`src/type4_tag_apdu_responder_macros.svh`:
```
// Assertion macros for the Type 4 tag APDU responder.
// Needs signals named clock and reset in the module that uses them.
`ifndef TYPE4_TAG_APDU_RESPONDER_MACROS_SVH
`define TYPE4_TAG_APDU_RESPONDER_MACROS_SVH

// Consequent must hold in the same cycle as the antecedent.
`define T4T_ASSERT_NOW(label, ante, cons, msg) \
   label: assert property (@(posedge clock) disable iff (reset) (ante) |-> (cons)) \
      else $error(msg);

// Consequent must hold in the cycle after the antecedent.
`define T4T_ASSERT_NEXT(label, ante, cons, msg) \
   label: assert property (@(posedge clock) disable iff (reset) (ante) |=> (cons)) \
      else $error(msg);

`endif

```
`src/t4t_pkg.sv`:
```
// Shared types, constants and lookup functions of the Type 4 tag responder.
// No dependencies; used by t4t_datapath, t4t_ctrl and the top level.
`default_nettype none

package t4t_pkg;

   localparam int NDEF_BYTES = 4096;
   localparam int NDEF_AW    = $clog2(NDEF_BYTES);
   localparam int OFF_W      = 17;
   localparam int POS_W      = 9;
   localparam int LIM_W      = 7;
   localparam int LEN_W      = 6;

   localparam logic [POS_W-1:0] POS_MAX  = '1;
   localparam logic [POS_W-1:0] HDR_LEN  = 9'd5;
   localparam logic [LIM_W-1:0] RESP_CAP = 7'd64;
   localparam logic [LIM_W-1:0] LIMIT_RESET = 7'd49;
   localparam logic [OFF_W-1:0] CC_BYTES = 17'd15;

   localparam logic [7:0] CLA_ISO     = 8'h00;
   localparam logic [7:0] CLA_RATS    = 8'hE0;
   localparam logic [7:0] INS_SELECT  = 8'hA4;
   localparam logic [7:0] INS_READ    = 8'hB0;
   localparam logic [7:0] INS_UPDATE  = 8'hD6;
   localparam logic [7:0] P1_BY_ID    = 8'h00;
   localparam logic [7:0] P1_BY_NAME  = 8'h04;
   localparam logic [7:0] P2_ID_MASK  = 8'h0C;
   localparam logic [7:0] LC_ID       = 8'd2;
   localparam logic [7:0] LC_NAME     = 8'd7;

   localparam logic [7:0] SW1_OK      = 8'h90;
   localparam logic [7:0] SW2_OK      = 8'h00;
   localparam logic [7:0] SW1_FAIL    = 8'h6A;
   localparam logic [7:0] SW2_NOFILE  = 8'h82;
   localparam logic [7:0] SW2_BADID   = 8'h00;

   localparam logic [1:0] FILE_NONE = 2'd0;
   localparam logic [1:0] FILE_CC   = 2'd1;
   localparam logic [1:0] FILE_NDEF = 2'd2;

   typedef enum logic [1:0] {
      OC_BYTE        = 2'd0,
      OC_SILENT      = 2'd1,
      OC_UNSUPPORTED = 2'd2,
      OC_NO_SPACE    = 2'd3
   } outcome_type;

   typedef enum logic [1:0] {
      RES_FLAG   = 2'd0,
      RES_STATUS = 2'd1,
      RES_READ   = 2'd2
   } res_kind_type;

   typedef enum logic [1:0] {
      OUT_FLAG = 2'd0,
      OUT_DATA = 2'd1,
      OUT_SW1  = 2'd2,
      OUT_SW2  = 2'd3
   } out_sel_type;

   typedef struct packed {
      logic        clear_step;
      logic        accept;
      logic        decide;
      logic        load;
      out_sel_type out_sel;
      logic        rd_advance;
   } dp_cmd_type;

   typedef struct packed {
      logic         clear_done;
      res_kind_type kind;
      logic         rd_done;
   } dp_sts_type;

   function automatic logic [7:0] cc_byte(input logic [3:0] idx);
      logic [7:0] v;
      case (idx)
         4'd0:    v = 8'h00;
         4'd1:    v = 8'h0F;
         4'd2:    v = 8'h10;
         4'd3:    v = 8'h00;
         4'd4:    v = 8'h2F;
         4'd5:    v = 8'h00;
         4'd6:    v = 8'h2F;
         4'd7:    v = 8'h04;
         4'd8:    v = 8'h06;
         4'd9:    v = 8'hE1;
         4'd10:   v = 8'h04;
         4'd11:   v = 8'hFF;
         4'd12:   v = 8'hFE;
         default: v = 8'h00;
      endcase
      return v;
   endfunction

   function automatic logic [7:0] id_cc_byte(input logic idx);
      return idx ? 8'h03 : 8'hE1;
   endfunction

   function automatic logic [7:0] id_ndef_byte(input logic idx);
      return idx ? 8'h04 : 8'hE1;
   endfunction

   function automatic logic [7:0] app_name_byte(input logic [2:0] idx);
      logic [7:0] v;
      case (idx)
         3'd0:    v = 8'hD2;
         3'd1:    v = 8'h76;
         3'd2:    v = 8'h00;
         3'd3:    v = 8'h00;
         3'd4:    v = 8'h85;
         3'd5:    v = 8'h01;
         default: v = 8'h00;
      endcase
      return v;
   endfunction

endpackage

`default_nettype wire

```
`src/t4t_ctrl.sv`:
```
// Controller state machine of the Type 4 tag responder: clear pass, byte
// intake, command decode and response sequencing. Depends on t4t_pkg.
`default_nettype none
`include "type4_tag_apdu_responder_macros.svh"

module t4t_ctrl import t4t_pkg::*; (
   input  logic       clock,
   input  logic       reset,
   input  logic       req_valid,
   input  logic       req_cmd_last,
   output logic       req_ready,
   output logic       rsp_valid,
   input  logic       rsp_ready,
   output dp_cmd_type cmd,
   input  dp_sts_type sts
);

   typedef enum logic [7:0] {
      ST_CLEAR   = 8'b0000_0001,
      ST_RECV    = 8'b0000_0010,
      ST_DECIDE  = 8'b0000_0100,
      ST_FLAG    = 8'b0000_1000,
      ST_RD_ADDR = 8'b0001_0000,
      ST_RD_DATA = 8'b0010_0000,
      ST_SW1     = 8'b0100_0000,
      ST_SW2     = 8'b1000_0000
   } state_type;

   state_type state_ff, state_in;
   logic      rsp_valid_ff, rsp_valid_in;
   logic      out_free;

   assign out_free  = !rsp_valid_ff || rsp_ready;
   assign req_ready = state_ff == ST_RECV;
   assign rsp_valid = rsp_valid_ff;

   always_comb begin
      state_in = state_ff;
      cmd      = '0;
      cmd.out_sel = OUT_FLAG;
      case (state_ff)
         ST_CLEAR: begin
            cmd.clear_step = 1'b1;
            if (sts.clear_done) state_in = ST_RECV;
         end
         ST_RECV: begin
            if (req_valid) begin
               cmd.accept = 1'b1;
               if (req_cmd_last) state_in = ST_DECIDE;
            end
         end
         ST_DECIDE: begin
            cmd.decide = 1'b1;
            case (sts.kind)
               RES_READ:   state_in = ST_RD_ADDR;
               RES_STATUS: state_in = ST_SW1;
               default:    state_in = ST_FLAG;
            endcase
         end
         ST_FLAG: begin
            if (out_free) begin
               cmd.load    = 1'b1;
               cmd.out_sel = OUT_FLAG;
               state_in    = ST_RECV;
            end
         end
         ST_RD_ADDR: begin
            // store read data lands in the cycle after the address settles
            state_in = sts.rd_done ? ST_SW1 : ST_RD_DATA;
         end
         ST_RD_DATA: begin
            if (out_free) begin
               cmd.load       = 1'b1;
               cmd.out_sel    = OUT_DATA;
               cmd.rd_advance = 1'b1;
               state_in       = ST_RD_ADDR;
            end
         end
         ST_SW1: begin
            if (out_free) begin
               cmd.load    = 1'b1;
               cmd.out_sel = OUT_SW1;
               state_in    = ST_SW2;
            end
         end
         ST_SW2: begin
            if (out_free) begin
               cmd.load    = 1'b1;
               cmd.out_sel = OUT_SW2;
               state_in    = ST_RECV;
            end
         end
         default: begin
            state_in = ST_CLEAR;
         end
      endcase
   end

   always_comb begin
      if (cmd.load) begin
         rsp_valid_in = 1'b1;
      end else if (rsp_ready) begin
         rsp_valid_in = 1'b0;
      end else begin
         rsp_valid_in = rsp_valid_ff;
      end
   end

   always_ff @(posedge clock) begin
      if (reset) begin
         state_ff     <= ST_CLEAR;
         rsp_valid_ff <= 1'b0;
      end else begin
         state_ff     <= state_in;
         rsp_valid_ff <= rsp_valid_in;
      end
   end

   `T4T_ASSERT_NEXT(a_last_word_decodes, req_valid && req_ready && req_cmd_last, state_ff == ST_DECIDE, "final command word not followed by decode")
   `T4T_ASSERT_NOW(a_load_into_free_reg, cmd.load, !rsp_valid_ff || rsp_ready, "response word overwritten before taken")
   `T4T_ASSERT_NEXT(a_decode_single_cycle, state_ff == ST_DECIDE, state_ff != ST_DECIDE && state_ff != ST_RECV, "decode did not advance to a response")

endmodule

`default_nettype wire

```
`config.mk`:
```
export PLATFORM = sky130hd
export DESIGN_NAME = t4t_ctrl
export DESIGN_NICKNAME = d
export VERILOG_FILES = /design/src/t4t_pkg.sv /design/src/t4t_ctrl.sv
export VERILOG_INCLUDE_DIRS = /design/src /design/src/src
export SDC_FILE = /design/constraint.sdc
export NUM_CORES = 1
export LEC_CHECK = 0
export BUFFER_PORTS_ARGS = -buffer_cell sky130_fd_sc_hd__buf_4
export CAP_MARGIN = 20
export CORE_MARGIN = 2
export CORE_UTILIZATION = 30
export CTS_BUF_LIST = sky130_fd_sc_hd__clkbuf_2
export CTS_CLUSTER_SIZE = 24
export DETAILED_ROUTE_END_ITERATION = 8
export GPL_TIMING_DRIVEN = 0
export PLACE_DENSITY_LB_ADDON = 0.1
export SLEW_MARGIN = 10
export SYNTH_ARGS = -nofsm -noshare
export SYNTH_HDL_FRONTEND = slang
export SYNTH_SLANG_ARGS = --single-unit
export TNS_END_PERCENT = 1
```
`constraint.sdc`:
```
create_clock -name clock -period 1.88 [get_ports clock]
set_input_delay 0.282 -clock clock [delete_from_list [all_inputs] [get_ports clock]]
set_output_delay 0.282 -clock clock [all_outputs]
set_load 0.005 [all_outputs]
```
==> results.toml <==
[power_and_ir_drop]
pwr-share-seq_pct = 26.8
swShare_pct = 40.87
comb_power_share_pct = 56.2
internal-power_uw = 484.8
p_leak_nw = 0.4648
power_density_mw_per_mm2 = 798.1
vdd_drop_max_mv = 0.3311
netSwitchingPower_uw = 335.0
power_frac_clock_pct = 17.0
finalPower_uw = 819.8

[critical_path]
cp_num_cells = 5
r2r_cells = 9
required_ns = 1.60
path_max_fanout = 3
r2r-end = "state_ff[0]"
crit_buf_inv = 2
rrSetupSlack_ns = -0.22
crit_arrival_ns = 1.91
end_kind = "output pin"
crit_path_end = "cmd[2]"
critPathMaxStageDelay_ns = 0.54
cp-start-kind = "register"
worst_path_max_delay_cell = "or4_4"
crit_family = "simple AND/OR/NAND/NOR gates"
crit_start = "state_ff[3]"
r2r-start = "state_ff[3]"
crit_type = "reg -> out"
path_cells = "or4_4, nor4_4, buf_4, nor2b_4, buf_6"

[yosys]
synth_compound_area_share_pct = 14.56
synth_mux_area_share_pct = 0
synth_cell_types = 39
synth-simple-area-share_pct = 43.16
ys_warn_count = 0
synth_seq_cells = 9
synth.cell_area_um2 = 713.2
synth_xor_area_share_pct = 6.140
synthFlopType = "dfxtp_1"
synth_top_family_by_area = "simple AND/OR/NAND/NOR gates"
synthAdderAreaFrac_pct = 3.509
synth_top_area_share_pct = 25.26
synthArstFlopShare_pct = 0
synth_area_leaders = "dfxtp_1 (25%), nor4_4 (6.0%), xnor2_1 (4.9%)"
syn_inst = 85
synth_nets = 96
avgSynthCellArea_um2 = 8.390
synth_edf_count = 0
synth_seq_area_share_pct = 25.26
synth_top_area_cell = "dfxtp_1"

[timing]
rsz0062_at_grt = "yes"
max-slew-margin-rel_pct = 73.82
final.setup.tns_ns = -1.775
finalHoldViolations = 0
setup_violations = 9
layout_setup_ws_ns = -0.3087
period_share_pct = 116.4
timing.fmax_mhz = 456.9
slew_violations = 0
worst_clock_skew_ns = 0.006189
holdWs_ns = 0.3126
period_needed_ns = 2.189
worst_pin_slew_ns = 0.3926

[final_layout]
fin_util_pct = 45.99
final_cells = 145
nets = 129
drive_above_1_share_pct = 45.30
layout_commonest_cell = "buf_4"
antennaDiodeCount = 0
final_cell_mix = "buf_4 (30), nor2_1 (7), nand2_1 (7)"
syn_to_final_growth_pct = 44.04

[routing]
drt-met1-wl_um = 872
routed_wl_um = 1981
drc_errors = 0
met3WireLength_um = 122
drt_pass1_iterations = 4
drtAntennaViolNets = 0
dr_wl_met2_um = 955
drtIter0Drc = 16
wl_per_cell_um = 13.66
avgViaCountPerCell = 5.110
vias = 741
highest_layer = "met4"

[floorplanning]
ios = 18
fp.dieH_um = 52.76
initial_core_util_pct = 31.93
fp.dieW_um = 52.76
rows = 17
core_area_mm2 = 0.002233
die_area_mm2 = 0.002783

[clock_network]
cts_tree = "built"
cts_sinks = 9
clk_latency_ns = 0.27
clockRootBuffer = "clkbuf_2"
cts_htree_levels = 1
clk_path_buf_depth = 2
clkTransAtPathRegs_ns = 0.11
cts_buffers = 3

[global_route]
grt_max_degree = 11
grt_usage_pct = 16.80
grt_pass1_wl_um = 3305
grt_pass1_vias = 708
grt_remaining_overflow = 0
antenna_found_initial = 0

[min_path]
hp-class = "in -> reg"

[placed_design]
dp_cells = 129
hpwl_um = 1306
port_buffers = 16
place_congestion = 0.7274

[run_status]
failed_checks = "setup timing"
status = "finished, violations left"

[run]
maxCapViolations = 0
flip-flops by register name, indices dropped and copies added (netlist names):
register,flops
state_ff,8
rsp_valid,1
metal layers:
layer | vias to the layer above | global-route usage, %
li1 | 374 | -
met1 | 339 | 21.93
met2 | 24 | 26.25
met3 | 4 | 3.429
met4 | 0 | 7.692
met5 | - | 0
cells in the mapped netlist (2+ instances only):
library cell,count
nor4b_1,3
nor4_1,3
ha_1,2
nor3b_1,2
inv_1,2
xnor2_1,4
nor3_1,2
nand3_1,2
and2_1,2
nor2b_1,4
a21oi_1,4
a21o_1,2
dfxtp_1,9
buf_4,2
buf_2,3
and3_1,3
nor4_4,2
nand2_1,7
nor2_1,7
power by group through the flow:
stage	sequential [mW]	combinational, mW	clock, mW
after floorplan	0.227	0.319	0
after global placement	0.229	0.430	0
after detailed placement	0.229	0.427	0
after CTS	0.220	0.462	0.139
after global routing	0.222	0.512	0.152
final	0.220	0.461	0.139
per-stage QoR:
stage          instance area (µm²)  worst slack (ns)
4_1_cts                       1005           -0.3448
3_5_place_dp                 868.3           -0.2033
5_1_grt                       1027           -0.3709
6_report                      1027           -0.3087
2_1_floorplan                713.2           0.07664
3_3_place_gp                 868.3           -0.2314
cells by family (layout without fill, tap and decap cells):
group | after synthesis | in the layout
AND/OR/NAND/NOR | 45 | 45
AO/OA/AOI/OAI | 15 | 15
flip-flops | 9 | 9
buffers and inverters | 9 | 41
XOR/XNOR | 5 | 5
adder cells (fa/ha/maj) | 2 | 2
worst min path at each step:
stage	startpoint	endpoint	cells after the start
CTS	sts[0]	state_ff[5]	3
finish	sts[0]	state_ff[5]	3
global placement	state_ff[3]	state_ff[3]	1
detailed placement	state_ff[3]	state_ff[3]	1
global route	sts[0]	state_ff[5]	3
floorplan	sts[0]	state_ff[5]	2
final cells by class:
class | instances | area (µm²)
flip-flops and latches | 9 | 190.2
clock buffers | 4 | 20.02
fillers | 231 | 1206
multi-input cells | 67 | 511.7
repair buffers | 30 | 229.0
inverters | 2 | 7.507
plain buffers | 5 | 33.78
well taps | 28 | 35.03
timing repair:
action                                  CTS  global route
endpoints found under the setup margin    9            12
buffers inserted                         11             3
endpoints found under the hold margin     0             0
pin swaps                                 8             1
hold buffers                              0             0
gates resized for setup                  12             0
tightest hold or removal path, cell delays in order:
cell    delay, ns
buf_4        0.09
nor3_1       0.04
a21o_1       0.15
No activity file was read; power rests on OpenSTA's default activity.
